<file path="src/sv/mft_ram.sv">
// Generic single-write, single-read RAM with registered read data.
// Holds the per-slot entries of the tracker table; no dependencies.
`timescale 1ns / 1ps

module mft_ram #(
  parameter int WIDTH = 8,
  parameter int DEPTH = 32
) (
  input  logic                     clk,
  input  logic                     we,
  input  logic [$clog2(DEPTH)-1:0] waddr,
  input  logic [WIDTH-1:0]         wdata,
  input  logic                     re,
  input  logic [$clog2(DEPTH)-1:0] raddr,
  output logic [WIDTH-1:0]         rdata
);

  logic [WIDTH-1:0] mem [DEPTH];

  always_ff @(posedge clk) begin
    if (we) begin
      mem[waddr] <= wdata;
    end
    if (re) begin
      rdata <= mem[raddr];
    end
  end

endmodule

</file>
<file path="config.mk">
export PLATFORM = sky130hd
export DESIGN_NAME = mft_ram
export DESIGN_NICKNAME = d
export VERILOG_FILES = /design/src/sv/mft_ram.sv
export SDC_FILE = /design/constraint.sdc
export NUM_CORES = 1
export LEC_CHECK = 0
export BUFFER_PORTS_ARGS = -buffer_cell sky130_fd_sc_hd__buf_2
export CAP_MARGIN = 10
export CORE_UTILIZATION = 49
export DETAILED_ROUTE_END_ITERATION = 8
export GPL_TIMING_DRIVEN = 0
export PLACE_DENSITY = 0.65
export SYNTH_ARGS = -nofsm -noshare
export SYNTH_HDL_FRONTEND = slang
export SYNTH_SLANG_ARGS = --single-unit
</file>
<file path="constraint.sdc">
create_clock -name clk -period 3.4 [get_ports clk]
set_input_delay 0.68 -clock clk [delete_from_list [all_inputs] [get_ports clk]]
set_output_delay 0.68 -clock clk [all_outputs]
set_load 0.005 [all_outputs]
</file>
# Word level (Yosys, flattened, before mapping)
# Memories as Yosys holds them, arrays and structs flattened. A register that Yosys moved wholly into a read port is not among the register bits.
# Cells that the tools add are included.
# op_classes
n_mux	2
shift	0
n_reduce_logical	0
n_eq_ne	0
multipliers	0
magnitude_cmp	0
div_mod_pow	0
bitwise	0
add_sub_neg	0
# ops
cell	count
two-way mux 1 bit	2
# word_totals
rom_bits	0
latch_bits	0
ram_bits	256
elab_cells	3
mem_count	1
in_bits	21
output_inout_bits	8
regBits	0
# memory_table
name	depth	width	rd	rd_clocked_by_memory_dff	write_ports	line	source
mem	32	8	1	1	1	18	logic [WIDTH-1:0] mem [DEPTH];

# Longest topological paths before layout
# logic_depth
word_depth	2
mapped_depth	5
depth_no_buf	3

# Worst setup path before layout
# No wires, ideal clock.
# synth_timing
path_type	input to register
from	input raddr[2]
to	register rdata[0], read port of mem, data pin
path_stages	5
setup_time_ns	0.260
path_buffers	2
t_arrival_ns	2.362
path_slack_ns	0.778
required_ns	3.140
path_cell_list	clkbuf_1 clkbuf_1 mux4_2 mux4_2 mux2_2
# synth_lines
element	line	source
from (decl)	14	input logic [$clog2(DEPTH)-1:0] raddr,
to (decl)	15	output logic [WIDTH-1:0] rdata

==> results.ini <==
[floorplanning]
die_area_sq_um = 21300
start_util_pct = 50.1
die_x_um = 146
core-area_sq_um = 20200
rows = 52
die_h_um = 146
pin_count = 29

[layout]
antennaDiodeCount = 0
final_layout_size_suffix_gt1_share_pct = 33.8
layout.nets = 489
final_cell_mix = edfxtp_1 (264), mux4_2 (80), nor2_1 (33)
final_area_sq_um = 11500
final_common_cell = edfxtp_1
syn2layout_area_growth_pct = 13.5

[placed_design]
placed_area_sq_um = 10600
post-place-ws_ns = 0.103
dp_hpwl_um = 12600
port_buffers = 23
gp_congestion = 0.774

[timing]
rsz0062_at_grt = false
hold_ws_ns = 0.493
fin_crit_ns = 2.74
fin_crit_sh_pct = 80.6
relSlewSlack_pct = 38.7
finalHoldViolCount = 0
worstMarginPinSlew_ns = 0.917
setup_viol = 0
max_freq_mhz = 365
setup_tns_ns = 0
final_max_slew_viol_count = 0
setup_ws_ns = 0.660
finalClockSkew_ns = 0.00579

[global_route]
grt_first_pass_wirelength_um = 29100
grt_overflow_total = 0
grt_pass1_vias = 4567
grt_antenna_before_repair = 0
grt_usage_pct = 19.0
grt_max_degree = 33

[clock_tree]
post_cts_resized = 0
cts.clk_slew.worst_paths_ns = 0.06
cts-root-buf = clkbuf_16
clk_latency_ns = 0.51
postCtsSetupBuffers = 0
clk_path_buf_depth = 3
cts_made_buffers = 26
cts_tree = built
cts_max_level = 1
postCtsHoldBufs = 0
cts_num_sinks = 264

[critical_path]
worstSetupPathType = primary input to flop
cp_cell_sequence = clkbuf_1 -> buf_1 -> mux4_2 -> mux4_2 -> mux2_2
timing.critical_path.required_ns = 3.66
path_delay_family = multiplexers
end_kind = flop
worst_path_most_repeated_cell = mux4_2
crit_arrival_ns = 3.00
critPathSlowestCell = buf_1
r2r_slack_ns = 1.42
critPathLaunchType = primary input
slowest_delay_ns = 0.57
critPathMaxFanout = 10
path_buf_inv = 2

[outcome]
status = finished clean

[drt]
wl_per_cell_um = 25.8
drt_iter0_drc = 433
antenna_left = 0
vias = 4435
wl_um = 19600
via_per_inst = 5.85
dr.pass1.iters = 4
drc = 0

[power]
leakagePower_nw = 3.57
p_per_area_nw_per_um2 = 606
vdd_drop_max_uv = 379

[synth]
ys_types = 14
synth_top_area_share_pct = 78.2
synth_cells = 417
yosysSeqAreaShare_pct = 78.2
ys_ff_latch = 264
synth_area_sq_um = 10100
yosys_warnings = 0
syn_avg_cell_area_sq_um = 24.3
ys_top_cells_by_area = edfxtp_1 (78%), mux4_2 (18%), nor2_1 (1.2%), mux2_2 (0.89%), buf_4 (0.44%)
syn_nets = 438
synth_top_area_cell = edfxtp_1

[job]
drv_cap = 0

[hold_path]
hold_path.class = primary input to flop

[final timing paths]
check	from	to	cells past startpoint
worst max register to register	mem[21][2]	rdata[2]	3
worst max-delay path	raddr[2]	rdata[2]	5
worst min-delay path	re	rdata[4]	1
worst min register to register	mem[27][5]	rdata[5]	3
[registers in the layout, indices dropped and copies added (netlist names)]
register and count:
rdata 8, mem 256
[synth_stat cells]
master and instances:
or3_1 1, edfxtp_1 264, clkbuf_1 6, nand3_1 2, buf_6 1, buf_2 1, buf_1 6, mux4_2 80
nand2_1 1, nor2_1 33, mux2_2 8, buf_4 6, nand3b_1 5, or3b_2 3
[power by group]
group	internal (mW)	switching (mW)	leakage (nW)	total, mW
registers	3.63	0.00991	2.38	3.64
clock network	1.83	1.16	0.446	2.99
logic	0.145	0.190	0.737	0.335
total	5.61	1.36	3.57	6.97
[per-stage QoR]
stage / total power, mW / util (%) / instances
6_report: 6.97 / 56.8 / 758
5_1_grt: 7.15 / 56.8 / 758
4_1_cts: 7.02 / 56.8 / 758
3_5_place_dp: 4.05 / 52.3 / 710
3_3_place_gp: 4.04 / 52.3 / 710
2_1_floorplan: 3.90 / - / 417
[worst register-to-register path, delay by kind of cell, from the launching register on]
kind	cells	cell delay (ns)
multiplexers	3	1.38
flip-flops	1	0.36
[layer usage]
metal / track usage [%] / vias up / wire (um)
li1: - / 1895 / -
met1: 28.8 / 2363 / 8710
met2: 29.2 / 153 / 9260
met3: 3.29 / 24 / 1250
met4: 4.68 / 0 / 332
met5: 0 / - / 0
[cells by family (layout without fill, tap and decap cells)]
logic type             count (synthesis)  in the layout  synth area share (%)
buffers and inverters                 20             91                  1.05
AND/OR/NAND/NOR                       45             45                  2.05
flip-flops                           264            264                  78.2
multiplexers                          88             88                  18.7
[layout make-up]
class / instances / area [sq um]
plain buffers: 20 / 106
well taps: 270 / 338
clock buffers: 31 / 691
fillers: 1441 / 8740
multi-input cells: 133 / 2100
clock inverters: 17 / 221
flip-flops and latches: 264 / 7930
repair buffers: 23 / 115
(Power assumes the default switching activity.)
