==> config.mk <==
export PLATFORM = sky130hd
export DESIGN_NAME = mft_mul
export DESIGN_NICKNAME = d
export VERILOG_FILES = /design/src/sv/mft_mul.sv
export SDC_FILE = /design/constraint.sdc
export NUM_CORES = 2
export LEC_CHECK = 0
export CAP_MARGIN = 20
export CORE_ASPECT_RATIO = 0.5
export CORE_MARGIN = 2
export CORE_UTILIZATION = 45
export DETAILED_ROUTE_END_ITERATION = 12
export DONT_BUFFER_PORTS = 1
export PLACE_DENSITY = 0.56
export SLEW_MARGIN = 5
export SYNTH_ARGS = -nofsm -noshare
export SYNTH_HDL_FRONTEND = slang
export SYNTH_SLANG_ARGS = --single-unit
==> constraint.sdc <==
create_clock -name clk -period 19.1 [get_ports clk]
set_input_delay 3.82 -clock clk [delete_from_list [all_inputs] [get_ports clk]]
set_output_delay 3.82 -clock clk [all_outputs]
set_load 0.005 [all_outputs]
==> src/sv/mft_mul.sv <==
// Shared 32 by 32 multiplier with a registered product.
// Used in turn for the five variable products of the scoring; no dependencies.
`timescale 1ns / 1ps

module mft_mul (
  input  logic        clk,
  input  logic [31:0] a,
  input  logic [31:0] b,
  output logic [63:0] prod
);

  always_ff @(posedge clk) begin
    prod <= 64'(a) * 64'(b);
  end

endmodule

## Word-level counts from Yosys, hierarchy flattened

Index checks and enable logic that the tools add are counted.

| word-level totals | value |
|---|---|
| output and inout port bits | 64 |
| word-level logic and storage cells | 2 |
| input bits | 65 |
| register bits after elaboration | 64 |

| operators by class | value |
|---|---|
| $mul | 1 |

Operators with widths:

| cell | count |
|---|---|
| 32-bit by 32-bit multiplier with 64-bit output | 1 |

## Depth between registers and ports, before layout

| logic depth | value |
|---|---|
| depth in word-level cells | 1 |
| mapped depth | 29 |
| gate-level depth less buffers | 27 |

## Least setup slack after synthesis

Ideal clock, no wire load.

| timing | value |
|---|---|
| path type | input to register |
| start point | input a[25] |
| end point | register prod[62] |
| arrival time | 10,501 ps |
| setup time | 72 ps |
| setup slack | 8,527 ps |
| cell stages on the path | 25 |
| data required time | 19,028 ps |
| path buffers | 2 |
| cell sequence | clkbuf_1 nand2_1 fa_1 inv_1 fa_1 inv_1 fa_1 inv_1 fa_1 fa_1 fa_1 fa_1 inv_1 fa_1 inv_1 ha_1 buf_2 nand4_1 or4_1 or3_1 a31oi_1 a31o_2 a211oi_1 o21ai_1 xor2_1 |

| between the ends | value |
|---|---|
| longest elaborated chain between the ends | 1 |

RTL lines:

| item | RTL line | RTL |
|---|---|---|
| start: declaration | 7 | `input logic [31:0] a,` |
| 32-bit by 32-bit multiplier with 64-bit output | 13 | `prod <= 64'(a) * 64'(b);` |
| end signal: assignment | 13 |  |
| end: declaration | 9 | `output logic [63:0] prod` |

No other way between the ends.

## Worst setup path in the final report

| timing | value |
|---|---|
| start point | input a[17] |
| end point | register prod[62] |

The elaborated chain is that of the path after synthesis.

==> impl_results.md <==
- Clk slew on worst S/H paths: 0.06 ns
- Post-synthesis sequential area ratio: 0.0369
- Clock Path Buffers: 2
- Post-route antenna net violation count: 0
- Num rows: 71
- Root Driver: clkbuf_16
- Hold_sp: b[0]
- Vias per cell: about 5.2
- Post-synth EDFFs: 0
- Max transition margin: 0.289
- Avg Inst Size Synth: 9.25 sq um
- RSZ-0062 raised after global routing: false
- Crit-path max cell delay: between 0.6 and 0.7 ns
- Flops & latches, synth: 64
- Hold worst-path end: prod[0]
- Critical path capture point type: flip-flop
- Grt total ovfl: 0
- Status: finished clean
- PostCTS Resize Cnt: 0
- Largest net degree at the start of global routing: 33
- Worst Hold Depth: 1
- Initial DRT Pass Iterations: 5
- Post-route setup TNS: 0 ns
- Max cap viols: 0
- Share of flip-flops with an asynchronous set or reset: 0
- Number of hold buffers added after CTS: 0
- Die W: 397 um
- Synthesis-to-layout area growth: 2.17%
- CTS H-tree lvls: 3
- Critical path arrival: 11.30 ns
- Largest area contributor in the netlist: fa_1
- Post-CTS setup buffers: 0
- Quantity of I/O buffers inserted on ports: 0
- Number of global-route vias before repair: ~27000
- Top-count cell post-synth: fa_1
- # fillers: 7300
- Final Hold Fails: 0
- Initial DRC count: 1230
- Setup violations, final: 0
- Drt total wl: 91700 um
- Flip-flop count of the largest register, all copies and words added: between 60 and 70
- DR WL/cell: 20.1 um
- Top cells by area, synth: fa_1 52%, and2_1 11%, ha_1 9.5%
- CP top delay family: adder cells
- HPWL Detailed: 74900 um
- Slew Viols, Final: 0
- Global-route wire length before repair: 149000 um
- Initial antenna violation count: 1
- Final Util: 0.468
- Fmax: 0.0909 GHz
- Clock sinks: 64
- Setup crit start kind: primary input
- Fin nets: 4763
- Cts bufs inserted: 9
- GP Congestion: 0.904
- DIE AREA: 79400 sq um
- Total GRT Usage: 0.242
- Crit-path cells: and2_1, fa_1, fa_1, inv_1, fa_1, fa_1, inv_1, fa_1, fa_1, fa_1, fa_1, ha_1, nand4_1, or4_1, or3_1, a31oi_1, a31o_2, a211oi_1, o21ai_1, xor2_1
- Worst Hold Class: primary input to flip-flop
- Net Count, Synth: between 4000 and 5000
- Top-area cell type share of the netlist area: 0.517
- # IOs: 129
- CP bufs+invs: 2
- Setup Crit Path Kind: primary input to flip-flop
- Final Cycle Share: 0.576
- Largest registers: prod: 64 flops
- Vias: 23800
- CP max-delay cell: fa_1
- Synth unique cells: 57
- Synth Instances: 3748
- Core area: 75700 sq um
- CP max FO: 33
- Worst Path Required: 19.40 ns
- Initial core utilization: 0.458
- Yosys warnings: 0
- DRC violations left: 0
- Most used cell along the critical path: fa_1
- Layout cell share with drive strength beyond 1: 0.00931
- Area of the mapped netlist: between 30000 and 40000 sq um
- Die H: 200 um
- Minimum clock period: 11.00 ns
- Top post-synthesis cells by count: 896 x fa_1, 865 x inv_1, 602 x and2_1
- CTS tree: built
- Worst Tran Pin Value: about 1.1 ns
- Biggest register: prod
- Ys flop type: dfxtp_1
-- stage by stage --
stage	area, sq um	instances	hold slack (ns)	worst slack [ns]
global placement	35100	4550	3.95	7.87
detailed placement	35100	4550	3.96	7.82
CTS	35400	4566	3.58	8.21
finish	35400	4567	3.59	8.10
global route	35400	4566	3.60	7.90
floorplan	34700	3748	3.95	8.53
-- placed cells by master, fill, tap and decap left out, types with 4 or more instances in the layout --
cell type  instances
fa_1             896
inv_1            865
and2_1           602
nand2_1          480
ha_1             263
dfxtp_1           64
a21oi_1           63
a21o_1            40
xnor2_1           35
xor2_1            25
nand4_1           23
o21ai_0           21
nor2_1            20
and3_1            14
a31oi_1           12
o21bai_1          10
nand3_1           10
o21a_1             9
clkbuf_16          9
nor3_1             7
o21ai_1            5
a221o_1            4
-- kinds of logic after synthesis --
| group | after synthesis | share of synthesized area |
|---|---|---|
| AOI/OAI and AO/OA | 202 | 0.0415 |
| and+or+nand+nor | 1177 | 0.176 |
| adders and majority gates | 1159 | 0.612 |
| DFF | 64 | 0.0369 |
| muxes | 1 | 0.000289 |
| buffers and inverters | 1085 | 0.118 |
| xor gates and xnor gates | 60 | 0.0152 |
-- final cells by class --
cell class | instances | area (sq um) | share of cell area
Sequential cell | 64 | 1280 | 0.0362
Antenna cell | 1 | 2.50 | 0.0000706
Clock inverter | 7 | 78.8 | 0.00222
Tap cell | 1022 | 1280 | 0.0361
Inverter | 865 | 3250 | 0.0916
Clock buffer | 9 | 225 | 0.00636
Multi-Input combinational cell | 2599 | 29300 | 0.827
-- layer usage --
layer | part of all wire | vias to the layer above | global-route usage | wire, um
li1 | - | 10400 | - | -
met1 | 0.40 | 12700 | 0.310 | 37000
met2 | 0.52 | 575 | 0.429 | 47700
met3 | 0.048 | 104 | 0.0318 | 4370
met4 | 0.029 | 0 | 0.0646 | 2640
met5 | 0 | - | 0 | 0
-- worst max path at each step --
stage | cells after the start | end | slack, ns | start
final | 20 | prod[62] | 8.10 | a[17]
after global routing | 22 | prod[62] | 7.90 | a[10]
after CTS | 20 | prod[62] | 8.21 | a[17]
after detailed placement | 20 | prod[62] | 7.82 | a[17]
after global placement | 20 | prod[62] | 7.87 | a[17]
after floorplan | 25 | prod[62] | 8.53 | a[25]
Power is left out: the tool's default activity adds up to more than one toggle a clock period on the data nets, which glitch-free logic cannot reach.
