`src/sv/mft_pkg.sv`:
```
// Shared types and constants of the management-frame rate threat tracker.
// Used by the item channels, the top level, the configuration registers and the testbench; depends on nothing.
`timescale 1ns / 1ps

package mft_pkg;

  localparam int TABLE_DEPTH = 32;
  localparam int IDX_W = 5;
  localparam int MAC_W = 48;

  localparam logic [31:0] MIN_ELAPSED = 32'd100;
  localparam logic [11:0] MIN_FRAME_LEN = 12'd24;
  localparam logic [15:0] CNT16_MAX = 16'hFFFF;
  localparam logic [31:0] CNT32_MAX = 32'hFFFF_FFFF;
  localparam logic [5:0] THREAT_MAX = 6'd63;

  localparam logic [1:0] FTYPE_MGMT = 2'd0;
  localparam logic [3:0] SUB_BEACON = 4'd8;
  localparam logic [3:0] SUB_PROBE = 4'd4;
  localparam logic [3:0] SUB_DEAUTH = 4'd12;

  localparam logic [1:0] KIND_NONE = 2'd0;
  localparam logic [1:0] KIND_BEACON = 2'd1;
  localparam logic [1:0] KIND_DEAUTH = 2'd2;
  localparam logic [1:0] KIND_PROBE = 2'd3;

  localparam logic OP_FRAME = 1'b0;
  localparam logic OP_TICK = 1'b1;

  localparam logic [2:0] CFG_BEACON_LIMIT = 3'd0;
  localparam logic [2:0] CFG_PROBE_LIMIT = 3'd1;
  localparam logic [2:0] CFG_DEAUTH_LIMIT = 3'd2;
  localparam logic [2:0] CFG_ALARM_LEVEL = 3'd3;
  localparam logic [2:0] CFG_WINDOW_LEN = 3'd4;
  localparam logic [2:0] CFG_STALE_AFTER = 3'd5;

  // Steps of the shared multiplier while one slot is scored.
  localparam logic [2:0] MUL_BTW = 3'd0;
  localparam logic [2:0] MUL_RBT = 3'd1;
  localparam logic [2:0] MUL_BRL = 3'd2;
  localparam logic [2:0] MUL_DRL = 3'd3;
  localparam logic [2:0] MUL_PRL = 3'd4;
  localparam logic [2:0] MUL_DONE = 3'd5;

  typedef enum logic [2:0] {
    S_IDLE,
    S_FRD,
    S_FCMP,
    S_FEMIT,
    S_TRD,
    S_TWAIT,
    S_TMUL,
    S_TEMIT
  } state_t;

  typedef struct packed {
    logic        operation;
    logic [47:0] source_mac;
    logic [7:0]  frame_control;
    logic [11:0] frame_length;
    logic        is_management;
    logic [31:0] now_ms;
  } in_item_t;

  typedef struct packed {
    logic [4:0]  entry_index;
    logic        entry_valid;
    logic [47:0] entry_mac;
    logic [4:0]  risk_score;
    logic [1:0]  threat_kind;
    logic        newly_malicious;
    logic        is_malicious;
    logic [5:0]  threat_total;
    logic        last_result;
  } out_item_t;

  typedef struct packed {
    logic [7:0]  beacon_rate_limit;
    logic [7:0]  probe_rate_limit;
    logic [7:0]  deauth_rate_limit;
    logic [4:0]  risk_alarm_level;
    logic [15:0] window_length_ms;
    logic [15:0] stale_after_ms;
  } cfg_t;

  typedef struct packed {
    logic [47:0] mac;
    logic [31:0] first_seen;
    logic [31:0] last_seen;
    logic [31:0] window_start;
    logic [31:0] beacon_total;
    logic [15:0] recent_beacons;
    logic [15:0] recent_probes;
    logic [15:0] recent_deauths;
    logic [1:0]  kind;
    logic        malicious;
  } entry_t;

endpackage

```
`src/sv/mft_cfg_if.sv`:
```
// Configuration write channel of the threat tracker.
// Stands alone; the index codes live in mft_pkg.
`timescale 1ns / 1ps

interface mft_cfg_if;
  logic        valid;
  logic        ready;
  logic [2:0]  index;
  logic [15:0] wdata;
  modport source(output valid, output index, output wdata, input ready);
  modport sink(input valid, input index, input wdata, output ready);
endinterface

```
`src/sv/mft_cfg_regs.sv`:
```
// Configuration register file of the threat tracker.
// Depends on mft_pkg and the mft_cfg_if channel.
`timescale 1ns / 1ps

module mft_cfg_regs (
  input  logic          clk,
  input  logic          rst,
  mft_cfg_if.sink       cfg,
  output mft_pkg::cfg_t regs
);

  assign cfg.ready = 1'b1;

  always_ff @(posedge clk) begin
    if (rst) begin
      regs.beacon_rate_limit <= 8'd10;
      regs.probe_rate_limit <= 8'd10;
      regs.deauth_rate_limit <= 8'd5;
      regs.risk_alarm_level <= 5'd5;
      regs.window_length_ms <= 16'd5000;
      regs.stale_after_ms <= 16'd30000;
    end else if (cfg.valid && cfg.ready) begin
      case (cfg.index)
        mft_pkg::CFG_BEACON_LIMIT: regs.beacon_rate_limit <= cfg.wdata[7:0];
        mft_pkg::CFG_PROBE_LIMIT:  regs.probe_rate_limit <= cfg.wdata[7:0];
        mft_pkg::CFG_DEAUTH_LIMIT: regs.deauth_rate_limit <= cfg.wdata[7:0];
        mft_pkg::CFG_ALARM_LEVEL:  regs.risk_alarm_level <= cfg.wdata[4:0];
        mft_pkg::CFG_WINDOW_LEN:   regs.window_length_ms <= cfg.wdata;
        mft_pkg::CFG_STALE_AFTER:  regs.stale_after_ms <= cfg.wdata;
        default: ;
      endcase
    end
  end

endmodule

```
`src/flat_wrapper.sv`:
```
// flat-port wrapper written by rule: the top's interface ports become plain ports
module mft_cfg_regs_flat 
  (clk, rst, regs, cfg_valid, cfg_index, cfg_wdata, cfg_ready);
  mft_cfg_if cfg_i ();
  input  logic clk;
  input  logic rst;
  output mft_pkg::cfg_t regs;
  input wire logic [$bits(cfg_i.valid)-1:0] cfg_valid;
  input wire logic [$bits(cfg_i.index)-1:0] cfg_index;
  input wire logic [$bits(cfg_i.wdata)-1:0] cfg_wdata;
  output wire logic [$bits(cfg_i.ready)-1:0] cfg_ready;
  assign cfg_i.valid = cfg_valid;
  assign cfg_i.index = cfg_index;
  assign cfg_i.wdata = cfg_wdata;
  assign cfg_ready = cfg_i.ready;
  mft_cfg_regs u_core (.clk(clk), .rst(rst), .cfg(cfg_i), .regs(regs));
endmodule
```
`config.mk`:
```
export PLATFORM = sky130hd
export DESIGN_NAME = mft_cfg_regs_flat
export DESIGN_NICKNAME = d
export VERILOG_FILES = /design/src/sv/mft_pkg.sv /design/src/sv/mft_cfg_if.sv /design/src/sv/mft_cfg_regs.sv /design/src/flat_wrapper.sv
export SDC_FILE = /design/constraint.sdc
export NUM_CORES = 1
export LEC_CHECK = 0
export ABC_AREA = 1
export BUFFER_PORTS_ARGS = -buffer_cell sky130_fd_sc_hd__buf_4
export CORE_ASPECT_RATIO = 1.25
export CORE_MARGIN = 5
export CORE_UTILIZATION = 53
export DETAILED_ROUTE_END_ITERATION = 8
export PLACE_DENSITY = 0.94
export SYNTH_ARGS = -nofsm -noshare
export SYNTH_HDL_FRONTEND = slang
export SYNTH_SLANG_ARGS = --single-unit
```
`constraint.sdc`:
```
create_clock -name clk -period 1.2 [get_ports clk]
set_input_delay 0.12 -clock clk [delete_from_list [all_inputs] [get_ports clk]]
set_output_delay 0.12 -clock clk [all_outputs]
set_load 0.02 [all_outputs]
```
Word-level counts from Yosys, hierarchy flattened
Cells that the tools add are included.
{"block": "word_totals", "out_inout_bits": 62, "word_cells": 18, "inputBits": 22, "register_bits": 61}
{"block": "op_classes", "eq_ne": 5, "reduce_logical": 7}
{"operator": "AND reduction 2 bit", "n": 6}
{"operator": "equality test 3 x 2 -> 1 bit, second input constant", "n": 2}
{"operator": "equality test 3 bit, second input constant", "n": 2}
{"operator": "equality test 3 x 1 -> 1 bit, second input constant", "n": 1}
{"operator": "logical NOT 3 bit", "n": 1}

Longest topological paths before layout
{"block": "depth", "word_depth": 2, "depth_mapped": 6, "ltp_nobuf": 5}

Worst setup path after synthesis
Ideal clock, no wire load.
{"block": "synth_timing", "path_kind": "in2reg", "from": "input cfg_index[1]", "to": "register u_core.regs[59] (netlist name)", "slack_ns": 0.354, "setup_time_ns": 0.113, "t_arrival_ns": 0.733, "cell_stages": 5, "t_required_ns": 1.087, "path_buffers": 1, "cell_sequence": "nor2_2 > buf_4 > nand3_1 > nand2_1 > nor2_1"}
{"block": "synth_between", "elab_chain_cells": 2}
{"element": "start: declaration", "line": "flat_wrapper.sv:9", "rtl": "input wire logic [$bits(cfg_i.index)-1:0] cfg_index;"}
{"element": "logical NOT 3 bit", "line": "mft_cfg_regs.sv:23", "rtl": "case (cfg.index)"}
{"element": "AND reduction 2 bit (no source line)"}
No other way between the ends.
A chain may end at the register's enable or synchronous reset.

Worst setup path after layout
{"block": "layout_timing", "from": "register u_core.regs[3] (netlist name)", "to": "output regs[3] (netlist name)"}
{"element": "end: declaration", "line": "flat_wrapper.sv:7", "rtl": "output mft_pkg::cfg_t regs;"}
No word-level cell between the ends.

==> results.md <==
Status:
- The flow ran to the end, and the final reports show no timing, DRC or antenna violations.

Synth:
- The post-synthesis cell type count is 15.
- Counting instances in the post-synthesis netlist gives the leading cell types as sky130_fd_sc_hd__nand2_1, sky130_fd_sc_hd__nor2_1, sky130_fd_sc_hd__dfxtp_1.
- sky130_fd_sc_hd__nand2_1 is the most common cell in the netlist.
- The synthesized cell area is roughly 2400 um2.
- For this run, asynchronously set or reset flops after synthesis account for 0%.
- For this run, the number of Yosys warnings is 0.
- The library cell occupying the most area in the post-synthesis netlist is sky130_fd_sc_hd__dfxtp_1.
- The cell count after synthesis came out at 341.
- Counting flops with a built-in enable in the synthesized netlist gives 0.
- Sorting the synthesized cells by area gives the leading types as sky130_fd_sc_hd__dfxtp_1, sky130_fd_sc_hd__nand2_1, sky130_fd_sc_hd__nor2_1.
- After synthesis, flip-flops and latches occupy between 50 and 60% of the total area.
- The mean cell area of the mapped netlist is 7.09 um2.
- The register bit count reported by yosys is about 60.
- The net count of the mapped netlist is between 300 and 400.
- In this run the biggest area consumer among cell types represents 50.5% of the synthesized area.
- The prevailing post-synth register cell is sky130_fd_sc_hd__dfxtp_1.

Placed design:
- The half-perimeter wire length after detailed placement is 4.93 mm.
- The placer congestion estimate is 0.822.
- The placed cell count is 473.
- Buffers placed on the I/O ports in this run total 82.

GRT:
- Global routing consumed, on the met3 layer, roughly 7% of the routing resources.
- The total congestion overflow is 0.
- met2 is the most crowded layer.
- Global routing consumed, on the met1 layer, between 20 and 30% of the routing resources.
- The global-route usage over all layers is 24.7%.
- The global-route wire length before repair is 11.6 mm.
- The initial antenna violation count is 0.
- For this run, global-route usage on met2 was measured as 43.7%.
- Entering global routing, the biggest net connects 62 pins.
- The via count of the first global-routing pass came to 2,502.

Pwr:
- Of the total power, the share spent switching nets is about a quarter.
- The switching power is between 1 and 1.5 mW.
- For this design the ratio of total power to cell area is 1470 nW/um2.
- The clock network fraction of total power is 44.8%.
- The combinational fraction of design power is 12.4%.
- The part of the total power dissipated in sequential elements is 42.9%.
- The worst-case IR drop observed on VDD is 1.12 mV.
- The internal power summed over all cells is 3.78 mW.
- Summed over all cells, the static leakage comes to 1.67 nW.

Route:
- Before antenna repair, the detailed router went through 4 iterations.
- In the routed design, unresolved DRC markers number 0.
- The post-route antenna net violation count is 0.
- The routed via count is 2,524.
- The wire length reported by the detailed router is slightly above 7 mm.
- The via density per instance is 5.10.
- The average wire length per cell after detail routing is between 10 and 15 um.
- The DRC violation total after the first TritonRoute iteration is 187.

Clocking:
- The clock passes through at most 2 buffers.
- The post-CTS clock slew at the launch and capture registers of the worst setup and hold paths is 70 ps.
- The H-tree depth reported by CTS is 3.
- The library cell used as clock root buffer is sky130_fd_sc_hd__clkbuf_8.
- The clock tree from TritonCTS is built.
- The CTS buffer count is 9.
- Post-CTS repair changed the size of 0 cells.
- The tree built by TritonCTS fans out to 61 sinks.
- The insertion delay to the later sink of the worst-skew pair is 350 ps.

STA:
- The clock period could shrink to 988 ps.
- Between clock sinks in the finished design, the worst skew comes to 0 ps.
- The number of hold violations in the final report is 0.
- The number of max-slew violations in the final report is 0.
- Setup repair after global routing left no endpoint under its margin.
- The maximum clock rate is roughly 1.0 GHz.
- Setup violations remaining at the end of the flow were counted as 0.
- The sum of negative setup slack is 0 ps.
- The share of the clock period used by the worst path is 82.4%.

Worst setup path:
- The worst stage delay on the critical path is 360 ps.
- For the worst setup path, the data arrival time is between 800 and 900 ps.
- The critical path launch point type is a flop.
- The type of the worst setup path is flop to output pin.
- The cell family contributing the most delay on the critical path is flip-flops.
- The signal on the critical path passes through buf_4.
- The slowest stage of the critical path belongs to the cell sky130_fd_sc_hd__dfxtp_1.
- The kind of end point of the critical path is an output pin.
- For the worst setup path, the data required time is 1080 ps.
- Counting both buffers and inverters, the worst setup path holds a total of 1.
- The highest fanout seen on the critical path is 2.

Die:
- The y dimension of the die is about 85 um.
- Once the floorplan was initialized, standard cells occupied about 55% of the core.
- The horizontal die dimension is 70.4 um.
- The number of top-level design ports is 84.
- The area of the die is roughly 6000 um2.
- The floorplan has 27 rows.
- The core region is 4430 um2.

Layout:
- The final core area utilization is between 70% and 80%.
- The register name with the most flops is u_core.regs.
- The register with the most flip-flops in the layout has 61 of them.
- The count of cells in the finished layout, fillers not included, comes to 495.
- The number of antenna cells inserted is 0.
- From synthesis to final layout, the design area changed by 40.7%.
- At the end of the flow, the number of nets in the layout was roughly 450.
- The fraction of layout cells with a size suffix above 1 is approximately 25%.
- In the final layout, the registers with the most flip-flops are u_core.regs: 61 flops.

Hold path:
- In this run the worst hold path is classified as input pin to flop.

Job:
- The max capacitance violation total is 0.
-- layer usage --
metal / vias up / wire length, um
met1: 1160 / 2510
met4: 0 / 210
met3: 23 / 599
met2: 100 / 3740
li1: 1241 / -
met5: - / 0
-- logic make-up after synthesis --
group         count (synthesis)  share of synthesized area (%)
other cells                   1                          0.155
flops                        61                           50.5
simple gates                246                           43.0
buf+inv                      33                           6.27
-- area by class of cell --
class,count,area (um2)
Clock buffer,12,145
Fill cell,344,1030
Clock inverter,4,95.1
Timing Repair Buffer,95,753
Inverter,18,67.6
Tap cell,58,72.6
Multi-Input combinational cell,247,1040
Sequential cell,61,1220
-- cell usage in the layout (no fill, tap or decap) --
| cell type | netlist | routed |
|---|---|---|
| sky130_fd_sc_hd__bufinv_16 | 0 | 3 |
| sky130_fd_sc_hd__nor2_1 | 85 | 85 |
| sky130_fd_sc_hd__nor2_2 | 4 | 4 |
| sky130_fd_sc_hd__inv_1 | 16 | 16 |
| sky130_fd_sc_hd__nand3_1 | 58 | 58 |
| sky130_fd_sc_hd__buf_12 | 0 | 2 |
| sky130_fd_sc_hd__dfxtp_1 | 61 | 61 |
| sky130_fd_sc_hd__nor2_4 | 3 | 3 |
| sky130_fd_sc_hd__inv_2 | 1 | 1 |
| sky130_fd_sc_hd__clkbuf_8 | 0 | 10 |
| sky130_fd_sc_hd__dlygate4sd3_1 | 0 | 6 |
| sky130_fd_sc_hd__clkinv_1 | 1 | 1 |
| sky130_fd_sc_hd__conb_1 | 1 | 1 |
| sky130_fd_sc_hd__nand2_1 | 93 | 93 |
| sky130_fd_sc_hd__clkinv_2 | 0 | 1 |
| sky130_fd_sc_hd__nand3b_1 | 3 | 3 |
| sky130_fd_sc_hd__clkbuf_1 | 6 | 2 |
| sky130_fd_sc_hd__buf_4 | 4 | 87 |
-- timing repair --
action,in CTS,in global routing
endpoints found under the hold margin,7,0
buffers inserted,0,0
hold buffers,6,0
-- power groups by stage --
stage / clock network, mW / registers, mW / logic (mW)
CTS: 2.24 / 2.14 / 0.612
global route: 2.34 / 2.15 / 0.668
global placement: 0 / 2.18 / 0.577
finish: 2.23 / 2.14 / 0.616
detailed placement: 0 / 2.18 / 0.593
floorplan: 0 / 2.26 / 0.251
-- final timing paths --
path | end | startpoint | depth (start not counted) | slack [ps]
setup / recovery | regs[3] | u_core.regs[3] | 1 | 210
hold reg to reg | u_core.regs[4] | u_core.regs[4] | 2 | 470
hold / removal | u_core.regs[4] | cfg_wdata[4] | 3 | 3
setup reg to reg | u_core.regs[57] | u_core.regs[57] | 2 | 570
-- through the flow --
| step | setup slack [ps] | hold WS (ps) | power [mW] | cell area, um2 |
|---|---|---|---|---|
| 2_1_floorplan | 354 | 233 | 2.52 | 2420 |
| 3_3_place_gp | 157 | 332 | 2.76 | 3100 |
| 3_5_place_dp | 75.1 | 333 | 2.77 | 3100 |
| 4_1_cts | 219 | 0.738 | 4.99 | 3400 |
| 5_1_grt | 185 | 12.0 | 5.15 | 3400 |
| 6_report | 212 | 3.02 | 4.98 | 3400 |
No activity file was read; power rests on OpenSTA's default activity.
